$ cat config.mk
export PLATFORM = sky130hd
export DESIGN_NAME = bitmap_best_fit_block_allocator
export DESIGN_NICKNAME = d
export VERILOG_FILES = /design/src/sv/bbfa_pkg.sv /design/src/sv/bitmap_best_fit_block_allocator.sv
export SDC_FILE = /design/constraint.sdc
export NUM_CORES = 1
export LEC_CHECK = 0
export BUFFER_PORTS_ARGS = -buffer_cell sky130_fd_sc_hd__clkbuf_2
export CAP_MARGIN = 10
export CORE_ASPECT_RATIO = 0.8
export CORE_MARGIN = 2
export CORE_UTILIZATION = 50
export CTS_CLUSTER_DIAMETER = 50
export DETAILED_ROUTE_END_ITERATION = 7
export PLACE_DENSITY = 0.67
export SYNTH_ARGS = -nofsm -noshare
export SYNTH_HDL_FRONTEND = slang
export SYNTH_SLANG_ARGS = --single-unit
$ cat constraint.sdc
create_clock -name clk -period 7.2 [get_ports clk]
set_input_delay 1.44 -clock clk [delete_from_list [all_inputs] [get_ports clk]]
set_output_delay 1.44 -clock clk [all_outputs]
set_load 0.1 [all_outputs]
$ cat src/sv/bbfa_pkg.sv
// ----------------------------------------------------------------------------
// bbfa_pkg
// Shared constants and types of the bitmap best-fit block allocator.
// ----------------------------------------------------------------------------
package bbfa_pkg;

  localparam int NUM_BLOCKS = 128;
  // Block address width into the bitmap memory.
  localparam int BLK_W = $clog2(NUM_BLOCKS);
  // Counters and lengths must hold NUM_BLOCKS + 1 and every 8-bit field value.
  localparam int CNT_W = $clog2(NUM_BLOCKS + 2);
  localparam int LEN_W = (CNT_W > 8) ? CNT_W : 8;

  localparam int S_DATA_W = 40;
  localparam int S_USER_W = 2;
  localparam int M_DATA_W = 8;

  typedef enum logic [1:0] {
    OP_FIND = 2'd0,
    OP_MARK = 2'd1,
    OP_BYTE = 2'd2
  } op_t;

  typedef enum logic [2:0] {
    ST_CLEAR,
    ST_IDLE,
    ST_FIND,
    ST_MARK,
    ST_BYTE,
    ST_DONE
  } state_t;

endpackage

$ cat src/sv/bitmap_best_fit_block_allocator.sv
// ----------------------------------------------------------------------------
// bitmap_best_fit_block_allocator
// Best-fit search, range marking and byte loading over a used-block bitmap.
// ----------------------------------------------------------------------------
// The bitmap lives in a one-bit-wide synchronous memory of NUM_BLOCKS entries
// with one read and one write port, and find, mark and byte operations walk it
// one block per cycle. One word is taken at a time. A find reads blocks 1 to
// NUM_BLOCKS-1 back to back before its result is put on m_tvalid; a mark
// walks the blocks it writes and a byte write its eight bits. s_tready returns
// in the same cycle that m_tvalid is set for the result. After reset a
// clearing pass writes every entry to free, one a cycle, so s_tready stays low
// until the pass is through. A finished result waits in the output register
// and does not hold up acceptance of the next word; only a second result that
// finishes while the first is still unread waits for it.
module bitmap_best_fit_block_allocator (
  input  logic                          clk,
  input  logic                          rst,
  input  logic                          s_tvalid,
  output logic                          s_tready,
  // run_size[7:0], range_start[15:8], range_end[23:16], mark_used[24],
  // byte_index[28:25], byte_value[36:29], zero fill[39:37]
  input  logic [bbfa_pkg::S_DATA_W-1:0] s_tdata,
  // operation[1:0]
  input  logic [bbfa_pkg::S_USER_W-1:0] s_tuser,
  output logic                          m_tvalid,
  input  logic                          m_tready,
  // found[0], start_block[7:1]
  output logic [bbfa_pkg::M_DATA_W-1:0] m_tdata
);
  import bbfa_pkg::*;

  state_t state, state_next;

  // Latched command.
  logic [7:0] run_size;
  logic [7:0] range_end;
  logic       mark_used;
  logic [3:0] byte_index;
  logic [7:0] byte_value;

  logic [LEN_W-1:0] cnt;

  // Block whose bitmap bit arrives from memory in this cycle.
  logic             p_vld;
  logic             p_end;
  logic [LEN_W-1:0] p_blk;

  logic [LEN_W-1:0] run_len;
  logic [LEN_W-1:0] best_len;
  logic [LEN_W-1:0] best_start;
  logic             have;

  logic       out_found;
  logic [6:0] out_start;

  logic             used_mem [NUM_BLOCKS];
  logic             rd_data;
  logic             mem_we;
  logic [BLK_W-1:0] mem_wa;
  logic             mem_wd;
  logic [BLK_W-1:0] mem_ra;

  logic             accept;
  logic [LEN_W-1:0] byte_blk;
  logic             free_here;
  logic [LEN_W-1:0] want;

  assign accept    = s_tvalid && s_tready;
  assign byte_blk  = LEN_W'({byte_index, cnt[2:0]});
  assign free_here = !p_end && !rd_data;
  assign want      = LEN_W'(run_size);
  assign m_tdata   = {out_start, out_found};

  always_ff @(posedge clk) begin
    if (mem_we) begin
      used_mem[mem_wa] <= mem_wd;
    end
    rd_data <= used_mem[mem_ra];
  end

  always_ff @(posedge clk) begin
    if (rst) begin
      state <= ST_CLEAR;
    end else begin
      state <= state_next;
    end
  end

  always_comb begin
    state_next = state;
    s_tready   = 1'b0;
    mem_we     = 1'b0;
    mem_wa     = cnt[BLK_W-1:0];
    mem_wd     = 1'b0;
    mem_ra     = cnt[BLK_W-1:0];
    unique case (state)
      ST_CLEAR: begin
        mem_we = 1'b1;
        if (cnt == LEN_W'(NUM_BLOCKS - 1)) begin
          state_next = ST_IDLE;
        end
      end
      ST_IDLE: begin
        s_tready = 1'b1;
        if (s_tvalid) begin
          case (s_tuser)
            OP_FIND: state_next = ST_FIND;
            OP_MARK: state_next = ST_MARK;
            OP_BYTE: state_next = ST_BYTE;
            default: state_next = ST_DONE;
          endcase
        end
      end
      ST_FIND: begin
        if (p_vld && p_end) begin
          state_next = ST_DONE;
        end
      end
      ST_MARK: begin
        if (cnt < LEN_W'(range_end) && cnt < LEN_W'(NUM_BLOCKS)) begin
          mem_we = 1'b1;
          mem_wd = mark_used;
        end else begin
          state_next = ST_DONE;
        end
      end
      ST_BYTE: begin
        mem_wa = byte_blk[BLK_W-1:0];
        mem_wd = byte_value[~cnt[2:0]];
        mem_we = byte_blk < LEN_W'(NUM_BLOCKS);
        if (cnt[2:0] == 3'd7) begin
          state_next = ST_DONE;
        end
      end
      ST_DONE: begin
        if (!m_tvalid || m_tready) begin
          state_next = ST_IDLE;
        end
      end
      default: state_next = ST_IDLE;
    endcase
  end

  always_ff @(posedge clk) begin
    if (rst) begin
      cnt      <= '0;
      p_vld    <= 1'b0;
      m_tvalid <= 1'b0;
    end else begin
      if (state == ST_DONE && state_next == ST_IDLE) begin
        m_tvalid  <= 1'b1;
        out_found <= have;
        out_start <= best_start[6:0];
      end else if (m_tready) begin
        m_tvalid <= 1'b0;
      end

      case (state)
        ST_IDLE: begin
          if (accept) begin
            run_size   <= s_tdata[7:0];
            range_end  <= s_tdata[23:16];
            mark_used  <= s_tdata[24];
            byte_index <= s_tdata[28:25];
            byte_value <= s_tdata[36:29];
            have       <= 1'b0;
            run_len    <= '0;
            best_len   <= '0;
            best_start <= '0;
            p_vld      <= 1'b0;
            if (s_tuser == OP_MARK) begin
              cnt <= LEN_W'(s_tdata[15:8]);
            end else if (s_tuser == OP_FIND) begin
              // Block 0 is reserved and never offered.
              cnt <= LEN_W'(1);
            end else begin
              cnt <= '0;
            end
          end
        end
        ST_FIND: begin
          // One past the last block is a pseudo-used block that closes the
          // final run.
          if (cnt <= LEN_W'(NUM_BLOCKS)) begin
            p_vld <= 1'b1;
            p_blk <= cnt;
            p_end <= (cnt == LEN_W'(NUM_BLOCKS));
            cnt   <= cnt + 1'b1;
          end else begin
            p_vld <= 1'b0;
          end
          if (p_vld) begin
            if (free_here) begin
              run_len <= run_len + 1'b1;
            end else if (run_len != '0) begin
              if (run_len >= want && (!have || run_len < best_len)) begin
                have       <= 1'b1;
                best_len   <= run_len;
                best_start <= p_blk - run_len;
              end
              run_len <= '0;
            end
          end
        end
        ST_CLEAR, ST_MARK, ST_BYTE: begin
          cnt <= cnt + 1'b1;
        end
        default: begin
        end
      endcase
    end
  end

endmodule

==> results.txt, run 1 <==
Status: completed
Max incr delay on CP: 0.86 ns
Final Max Tran Viols: 0
Cell taking the most area after synthesis: edfxtp_1
Rows: 46
Final net count: 935
Reg2Reg Depth: 8
Critical path peak fanout: 94
Met2 Track Usage GR: 32.4%
Synth Instances: 827
Setup crit start kind: register
Synth Cell Area: 10,200 um^2
Routed wire per std cell: 20.7 um
Resized cells post-CTS: 0
Synth top area share: 58.0%
Multi-input logic area: 3530 um^2
Final hold vios: 0
Num Clock Sinks: 211
Critical Path, Cell by Cell: ha_1 > nand4_1 > o21ai_0 > nor3_1 > o21a_1 > a21boi_4 > buf_4 > nor3_1
Antenna Cells: 0
Cts-stage hold buffer count: 0
Worst r2r dst: used_mem[77]
Die X: 164 um
Clk Latency, worst-skew pair: 0.52 ns
Post-synth ARST share: 0%
Synth unique cells: 65
Critical hold path startpoint: best_start[2]
Yosys warns: 0
Core Footprint: 19,900 um^2
CP top delay family: compound AO/OA/AOI/OAI gates
GRT met3 Usage: 3.49%
Yosys reg bits: 211
CTS HTree Levels: 1
Tcrit/Tclk final: 51.5%
Avg Cell Area, Syn: 12.3 um^2
Via-per-instance ratio: 6.01
WP data arrival: 3.95 ns
Hold_ws: 0.415 ns
Slew headroom: 22.5%
# IOs: 56
Worst Hold Depth: 0
P per Cell Area: 232 nW/um^2
Final ANT Viol Nets: 0
Clock buffer depth: 3
Hold Path End: out_start[2]
RSZ-0062 raised after global routing: no
Die ar.: 21,600 um^2
Post-CTS setup buffers: 0
Initial antenna violation count: 0
Setup tns final: 0 ns
Ys flop type: edfxtp_1
CTS clk-pin slew, worst paths: 0.06 ns
Largest net degree at the start of global routing: 129
Setup CP Type: register to register
Post-route DRC: 0
Cts bufs inserted: 24
Root Buffer: clkbuf_16
Sequential fraction of the synthesis area: 60.8%
Via count: 6,841
GR Overflow Total: 0
Vias in the first global route: 6,543
Final wirelength: 23.5 mm
Layout area overhead: 10.4%
Fill cells: 1,652
Least-Margin Pin Slew: 1.16 ns
Post-synth EDFFs: 197
R2R Setup Slk: 3.49 ns
TritonCTS clock tree: built
Grt peak-use layer: met1
Routability cong.: 0.855
GR met1 Demand/Resource: 33.3%
First-pass GRT wire length: 36.5 mm
Most frequent cell after synthesis: edfxtp_1
Hpwl dp: 14.3 mm
Most used cell, CP: nor3_1
Starting Density: 51.2%
GRT Total Usage: 21.7%
Final setup violation count: 0
DIE HEIGHT: 132 um
Reg2reg start: cnt[4]
Reg area: 6200 um^2
DRT Pass-1 Iters: 5
CP Capture Type: register
Maxcap violations: 0
Tmin final: 3.71 ns
Hold Path Class: register to register
Static Leak: 0.00370 uW
Final Skew: 0.0164 ns
CP max stage cell: buf_4
Critical Path RT: 7.44 ns
Port buffer count: 52
Layout cells sized above 1: 15.4%
Synth top cells by count: edfxtp_1, nor3_1, nand2_1
Worst path buffer plus inverter count: 1
Largest cells by area after synthesis: edfxtp_1, nor3_1, ha_1
DRT iter0 DRCs: 733
Syn Nets: 906
Fmax: 0.270 GHz
Peak supply drop: 0.000156 V
stage by stage:
stage / power (uW) / instances / area (um^2) / worst slack (ns) / utilization (%)
3_3_place_gp: 1500 / 1093 / 10500 / 3.63 / 52.8
3_5_place_dp: 1500 / 1093 / 10500 / 3.58 / 52.8
6_report: 2620 / 1138 / 11300 / 3.49 / 56.5
2_1_floorplan: 1460 / 827 / 10200 / 2.20 / -
4_1_cts: 2640 / 1137 / 11300 / 3.60 / 56.5
5_1_grt: 2690 / 1138 / 11300 / 3.25 / 56.5
kinds of logic (layout without fill, tap and decap cells):
kind of cell             after synthesis  count (layout)  share of synthesized area, %
buffers and inverters                 95             142                          4.92
AND/OR/NAND/NOR                      299             299                          14.5
XOR/XNOR                              12              12                          1.03
flip-flops                           211             211                          60.8
multiplexers                          46              46                          5.85
adder cells (fa/ha/maj)               33              33                          4.12
AO/OA/AOI/OAI                        131             131                          8.86
how the worst max path moves through the flow:
stage | depth (start not counted) | slack, ns | endpoint | startpoint
final | 8 | 3.49 | used_mem[77] | cnt[4]
after global routing | 8 | 3.25 | used_mem[122] | cnt[4]
after CTS | 8 | 3.60 | used_mem[0] | cnt[2]
after detailed placement | 8 | 3.58 | used_mem[27] | cnt[2]
after global placement | 8 | 3.63 | used_mem[12] | cnt[2]
after floorplan | 7 | 2.20 | best_len[0] | state[0]
power by group:
group	switching [uW]	leakage, uW	internal, uW	total, uW
Clock	492	0.000357	644	1140
Sequential	3.66	0.00180	1330	1330
Combinational	95.6	0.00154	52.2	148
cell type report:
| cell class | count | share of cell area (%) |
|---|---|---|
| flip-flops and latches | 211 | 55.1 |
| multi-input cells | 521 | 31.4 |
| clock buffers | 32 | 5.78 |
| well taps | 264 | 2.93 |
| repair buffers | 58 | 2.69 |
| inverters | 40 | 1.33 |
| clock inverters | 12 | 0.823 |
flip-flops by register name, summed over array words and instances, names as in the netlist, 3 cells and up:
signal	flops
out_start	7
run_len	8
state	3
best_len	8
best_start	7
used_mem	128
range_end	8
byte_index	4
cnt	8
run_size	8
p_blk	7
byte_value	8
cells in the final DEF, fill, tap and decap left out, types with 21 or more instances in the layout:
| master | count |
|---|---|
| nand2_1 | 53 |
| clkbuf_16 | 24 |
| nor2_1 | 38 |
| ha_1 | 32 |
| edfxtp_1 | 197 |
| a21oi_1 | 28 |
| mux2i_1 | 21 |
| clkbuf_2 | 52 |
| inv_1 | 38 |
| nor3_1 | 136 |
metal layers:
layer	part of all wire, %	up-vias
met5	0	-
met4	2.2	0
met3	7.7	40
met2	44	271
met1	46	3328
li1	-	3202
No activity file was read; power rests on OpenSTA's default activity.
==> run 2: changes to the inputs <==
==> constraint.sdc (replaced) <==
create_clock -name clk -period 3.85 [get_ports clk]
set_input_delay 0.77 -clock clk [delete_from_list [all_inputs] [get_ports clk]]
set_output_delay 0.77 -clock clk [all_outputs]
set_load 0.1 [all_outputs]
==> results.txt, run 2 (synthesis gave the netlist of run 1 again) <==
Post-CTS setup buffers: 0 (unchanged)
GRT Total Usage: 21.8% (+0.048 points)
Final Skew: 0.0109 ns (-0.00544 ns)
Routability cong.: 0.826 (-3.3%)
Tmin final: 3.02 ns (-0.689 ns)
Final wirelength: 23.3 mm (-1.1%)
Via count: 6,877 (+0.53%)
Flip-flop count of the largest register after layout: 128 (unchanged)
Fill cells: 1,634 (-1.1%)
Post-route DRC: 0 (unchanged)
Setup crit start kind: register
Critical Path RT: 3.99 ns (-3.45 ns)
RSZ-0062 raised after global routing: no
Flop pwr share: 49.1% (-1.8 points)
Num Clock Sinks: 211 (unchanged)
CP Capture Type: register
Reg with most FFs: used_mem
First-pass GRT wire length: 36.6 mm (about the same)
Final Max Tran Viols: 0 (unchanged)
# IOs: 56 (unchanged)
CP startpoint: cnt[6]
Setup tns final: 0 ns (unchanged)
CTS HTree Levels: 1 (unchanged)
Routed wire per std cell: 20.2 um (-2.2%)
Peak supply drop: 0.000333 V (+110%)
Most common cell after layout, fill and taps aside: edfxtp_1
DIE HEIGHT: 132 um (unchanged)
Cts-stage hold buffer count: 0 (unchanged)
Tcrit/Tclk final: 78.4% (+27 points)
Worst Hold Depth: 0 (unchanged)
Hpwl dp: 14.3 mm (+0.15%)
P per Cell Area: 443 nW/um^2 (+91%)
Rows: 46 (unchanged)
Number of cells after detailed placement: 1,106 (+1.2%)
Slew headroom: 20.7% (-1.8 points)
Fmax: 0.331 GHz (+23%)
Port buffer count: 52 (unchanged)
CP max stage cell: a32o_4
Root Buffer: clkbuf_16
Final net count: 948 (+1.4%)
Starting Density: 51.2% (unchanged)
Least-Margin Pin Slew: 1.19 ns (+0.0268 ns)
Clock buffer depth: 3 (unchanged)
TritonCTS clock tree: built
Cts bufs inserted: 25 (+4.2%)
Core Footprint: 19,900 um^2 (unchanged)
Int Power: 3980 uW (+96%)
Static Leak: 0.00380 uW (+2.6%)
Psw: 1100 uW (+86%)
Reg2Reg Depth: 6 (-2)
Clk Latency, worst-skew pair: 0.51 ns (about the same)
Final setup violation count: 0 (unchanged)
Vias in the first global route: 6,520 (-0.35%)
Hold Path Class: register to register
Antenna Cells: 0 (unchanged)
Sw Share: 21.6% (-0.95 points)
Final ANT Viol Nets: 0 (unchanged)
Max incr delay on CP: 0.99 ns (+0.13 ns)
Worst r2r dst: used_mem[97]
Die ar.: 21,600 um^2 (unchanged)
Part of the power in combinational logic: 5.6% (about the same)
Non-filler cells in the finished layout: 1,151 (+1.1%)
DRT Pass-1 Iters: 5 (unchanged)
Clock power frac: 45.3% (+1.9 points)
Final hold vios: 0 (unchanged)
Worst Setup EP: used_mem[97]
GR Overflow Total: 0 (unchanged)
DRT iter0 DRCs: 808 (+10%)
Setup CP Type: register to register
CTS clk-pin slew, worst paths: 0.06 ns (about the same)
Resized cells post-CTS: 0 (unchanged)
Most frequent cells in the layout: edfxtp_1, nor3_1, nand2_1
Maxcap violations: 0 (unchanged)
Status: completed
Largest net degree at the start of global routing: 129 (unchanged)
Initial antenna violation count: 0 (unchanged)
Via-per-instance ratio: 5.97 (-0.61%)
Reg2reg start: cnt[6]
WP data arrival: 3.15 ns (-0.80 ns)
R2R Setup Slk: 0.83 ns (-2.66 ns)
Critical Path, Cell by Cell: ha_1 > a21oi_1 > o21ai_0 > nor3_1 > o21a_1 > a32o_4
Layout area overhead: 12.2%
Layout cells sized above 1: 16.9% (+1.5 points)
Critical path peak fanout: 128 (+36%)
Die X: 164 um (unchanged)
run 2: changes by cell type in the layout (fill, tap and decap cells not counted), moves of 2 or more:
cell,before,now
bufinv_16,0,2
clkinvlp_4,2,4
buf_4,5,16
buf_12,0,2
clkinv_4,3,1
clkbuf_1,6,4
run 2: critical path, delay by kind of cell, from the launching register on:
family / cells / cell delay (ns)
DFF: 1 / 0.55
AOI/OAI and AO/OA: 4 / 1.52
and+or+nand+nor: 1 / 0.13
adders and majority gates: 1 / 0.34
run 2: final cells by class:
type | instances | area (um^2) | area share [%]
Clock buffer | 32 | 682 | 5.96
Clock inverter | 13 | 129 | 1.13
Inverter | 40 | 150 | 1.31
Multi-Input combinational cell | 521 | 3540 | 30.9
Sequential cell | 211 | 6200 | 54.2
Tap cell | 264 | 330 | 2.89
Timing Repair Buffer | 70 | 420 | 3.67
run 2: how the worst min path moves through the flow:
stage | from | to
after floorplan | best_start[0] | out_start[0]
after global placement | best_start[1] | out_start[1]
after detailed placement | best_start[3] | out_start[3]
after CTS | s_tdata[2] | run_size[2]
after global routing | s_tdata[1] | run_size[1]
final | best_start[2] | out_start[2]
run 2: per-stage QoR:
step / worst slack (ns) / util (%) / hold slack (ns) / power (uW) / area [um^2]
after floorplan: 0.0396 / - / 0.400 / 2720 / 10200
after global placement: 0.958 / 53.4 / 0.404 / 2820 / 10600
after detailed placement: 0.920 / 53.4 / 0.407 / 2820 / 10600
after CTS: 0.897 / 57.5 / 0.418 / 5100 / 11400
after global routing: 0.629 / 57.5 / 0.418 / 5230 / 11400
final: 0.832 / 57.5 / 0.419 / 5070 / 11400
run 2: layer usage:
| layer | up-vias | part of all wire, % | GRT usage [%] |
|---|---|---|---|
| met1 | 3328 | 47 | 35.0 |
| li1 | 3226 | - | - |
| met4 | 0 | 2.2 | 5.65 |
| met2 | 276 | 43 | 30.8 |
| met5 | - | 0 | 0 |
| met3 | 47 | 7.9 | 3.27 |
run 2: power by group through the flow:
stage	logic [uW]	registers (uW)	clock network [uW]
2_1_floorplan	184	2540	0
3_3_place_gp	281	2540	0
3_5_place_dp	282	2540	0
4_1_cts	283	2490	2330
5_1_grt	309	2490	2430
6_report	285	2490	2300
==> run 3: changes to the inputs <==
--- a/config.mk
+++ b/config.mk
@@ -5,6 +5,7 @@
 export SDC_FILE = /design/constraint.sdc
 export NUM_CORES = 1
 export LEC_CHECK = 0
+export ABC_AREA = 1
 export BUFFER_PORTS_ARGS = -buffer_cell sky130_fd_sc_hd__clkbuf_2
 export CAP_MARGIN = 10
 export CORE_ASPECT_RATIO = 0.8
==> constraint.sdc (replaced) <==
create_clock -name clk -period 3.1 [get_ports clk]
set_input_delay 0.62 -clock clk [delete_from_list [all_inputs] [get_ports clk]]
set_output_delay 0.62 -clock clk [all_outputs]
set_load 0.1 [all_outputs]
==> results.txt, run 3 <==
Status: completed
Met1 Wirelength: 10.9 mm (-0.62%)
Antenna Cells: 0 (unchanged)
Non-filler cells in the finished layout: 1,443 (+25%)
Synth top cells by count: nand2_1, edfxtp_1, nor2_1
Cts-stage hold buffer count: 0 (unchanged)
Layout cells sized above 1: 11.3% (-5.6 points)
Initial antenna violation count: 0 (unchanged)
Yosys reg bits: 211 (unchanged)
Clock buffer depth: 3 (unchanged)
TritonCTS clock tree: built
P per Cell Area: 521 nW/um^2 (+18%)
Starting Density: 51.1% (-0.12 points)
Post-route DRC: 0 (unchanged)
Number of cells after detailed placement: 1,404 (+27%)
Maxcap violations: 0 (unchanged)
Synth Instances: 1,094 (+32%)
Post-synth ARST share: 0% (unchanged)
Routed wire per std cell: 15.8 um (-22%)
Final Skew: 0.00943 ns (-0.00152 ns)
Rows: 46 (unchanged)
First-pass GRT wire length: 36.0 mm (-1.5%)
Via-per-instance ratio: 5.16 (-14%)
Die X: 163 um (-0.25%)
Core Footprint: 19,900 um^2 (-0.29%)
Fill cells: 1,751 (+7.2%)
Port buffer count: 52 (unchanged)
WP data arrival: 2.85 ns (-0.30 ns)
Setup crit start kind: register
Final hold vios: 0 (unchanged)
Fmax: 0.382 GHz (+15%)
Final Max Tran Viols: 0 (unchanged)
CTS clk-pin slew, worst paths: 0.06 ns (about the same)
Layout area overhead: 13.3%
RSZ-0062 raised after global routing: no
Yosys warns: 0 (unchanged)
Avg Cell Area, Syn: 9.27 um^2 (-25%)
Synth Cell Area: 10,100 um^2 (-0.52%)
Reg2reg start: cnt[0]
R2R Setup Slk: 0.48 ns (-0.35 ns)
DIE HEIGHT: 131 um (-0.25%)
GR Overflow Total: 0 (unchanged)
Largest cells by area after synthesis: edfxtp_1, nand2_1, nor2_1
Clock power frac: 41.4% (-3.9 points)
Flop pwr share: 51.6% (+2.5 points)
CP startpoint: cnt[0]
Largest net degree at the start of global routing: 129 (unchanged)
DRT iter0 DRCs: 689 (-15%)
Total power: 6000 uW (+18%)
Static Leak: 0.00468 uW (+23%)
Synth top area share: 58.3% (+0.30 points)
Psw: 1350 uW (+23%)
Part of the power in combinational logic: 7.0% (+1.4 points)
Syn Nets: 1,173 (+29%)
Ys flop type: edfxtp_1
Reg with most FFs: used_mem
Final setup violation count: 0 (unchanged)
Setup CP Type: register to register
Final net count: 1,244 (+31%)
Cell taking the most area after synthesis: edfxtp_1
Sequential fraction of the synthesis area: 61.1% (+0.31 points)
Tcrit/Tclk final: 84.4% (+6.0 points)
DRT Pass-1 Iters: 5 (unchanged)
Hold Path End: byte_index[2]
Vias in the first global route: 6,746 (+3.5%)
Resized cells post-CTS: 0 (unchanged)
Most frequent cell after synthesis: nand2_1
Slew headroom: 58.9% (+38 points)
Cts bufs inserted: 23 (-8.0%)
Tmin final: 2.62 ns (-0.402 ns)
DR WL met3: 1.80 mm (-2.0%)
Cell Area, Placed: 10,800 um^2 (+1.8%)
Most common cell after layout, fill and taps aside: nand2_1
Via count: 7,452 (+8.4%)
Critical path peak fanout: 128 (unchanged)
Hold Path Class: primary input to register
Worst Hold Depth: 1 (+1)
CTS HTree Levels: 1 (unchanged)
Reg2Reg Depth: 8 (+2)
Final wirelength: 22.7 mm (-2.3%)
Routability cong.: 0.847 (+2.5%)
Finished Cell Area: 11,500 um^2 (+0.45%)
Flip-flop count of the largest register after layout: 128 (unchanged)
Sw Share: 22.5% (+0.83 points)
# IOs: 56 (unchanged)
Num Clock Sinks: 211 (unchanged)
Synth unique cells: 35 (-46%)
Highest metal layer with signal wires: met4
Met2 wire len: 9.47 mm (-4.8%)
Die ar.: 21,500 um^2 (-0.50%)
Critical hold path startpoint: s_tdata[27]
CP Capture Type: register
Most frequent cells in the layout: nand2_1, edfxtp_1, nor2_1
Least-Margin Pin Slew: 0.617 ns (-0.572 ns)
Critical Path RT: 3.34 ns (-0.65 ns)
GRT Total Usage: 21.4% (-0.35 points)
Root Buffer: clkbuf_16
Final ANT Viol Nets: 0 (unchanged)
Hpwl dp: 14.8 mm (+3.3%)
Clk Latency, worst-skew pair: 0.51 ns (about the same)
Peak supply drop: 0.000403 V (+21%)
Int Power: 4650 uW (+17%)
Setup tns final: 0 ns (unchanged)
Worst r2r dst: used_mem[96]
Post-CTS setup buffers: 0 (unchanged)
Post-synth EDFFs: 197 (unchanged)
## run 3: cell count changes in the layout (fill, tap and decap cells not counted), moves of 15 or more
cell,previous run,this run
a21oi_1,28,45
inv_1,38,85
mux2_2,15,0
mux2i_1,21,0
nand2_1,53,392
nor2_1,38,186
nor3_1,136,5
## run 3: per-stage QoR
stage,worst slack [ns],util [%],hold WS (ns)
2_1_floorplan,0.184,-,0.400
3_3_place_gp,0.571,54.5,0.403
3_5_place_dp,0.539,54.5,0.410
4_1_cts,0.516,57.9,0.274
5_1_grt,0.238,57.9,0.276
6_report,0.484,57.9,0.285
## run 3: worst max-delay path by stage
stage	depth (start not counted)	slack, ns	endpoint
after floorplan	6	0.18	used_mem[0]
after global placement	8	0.57	used_mem[109]
after detailed placement	8	0.54	used_mem[108]
after CTS	8	0.52	used_mem[7]
after global routing	8	0.24	used_mem[113]
final	8	0.48	used_mem[96]
## run 3: cells by family (layout without fill, tap and decap cells)
kind of cell / Yosys count / after routing / synth area share (%)
simple gates: 637 / 637 / 25.0
flops: 211 / 211 / 61.1
buf+inv: 121 / 206 / 4.78
fa+ha+maj: 33 / 33 / 4.14
compound gates: 89 / 89 / 4.77
xor+xnor: 3 / 3 / 0.259
## run 3: power groups by stage
stage | logic, uW | clock network [uW] | registers (uW)
after floorplan | 266 | 0 | 3150
after global placement | 414 | 0 | 3150
after detailed placement | 418 | 0 | 3150
after CTS | 420 | 2520 | 3090
after global routing | 473 | 2620 | 3090
final | 420 | 2490 | 3090
## run 3: layout make-up
type                    count  area (um^2)  share of cell area (%)
multi-input cells         762         3490                    30.3
clock buffers              27          591                    5.14
clock inverters            12         82.6                   0.718
inverters                  87          327                    2.84
well taps                 264          330                    2.87
flip-flops and latches    211         6200                    53.9
repair buffers             80          483                    4.20
## run 3: critical path, stage by stage (launching register included)
cell and delay (ns):
dfxtp_2 0.42, buf_4 0.53, nand3_1 0.18, inv_1 0.30, nand2_1 0.10, nand4_1 0.10
o21ai_0 0.14, o21ai_4 0.11, buf_12 0.37
## run 3: routing by layer
layer,track usage (%),vias up
li1,-,3726
met3,3.95,43
met4,5.46,0
met2,30.8,272
met5,0,-
met1,33.3,3411
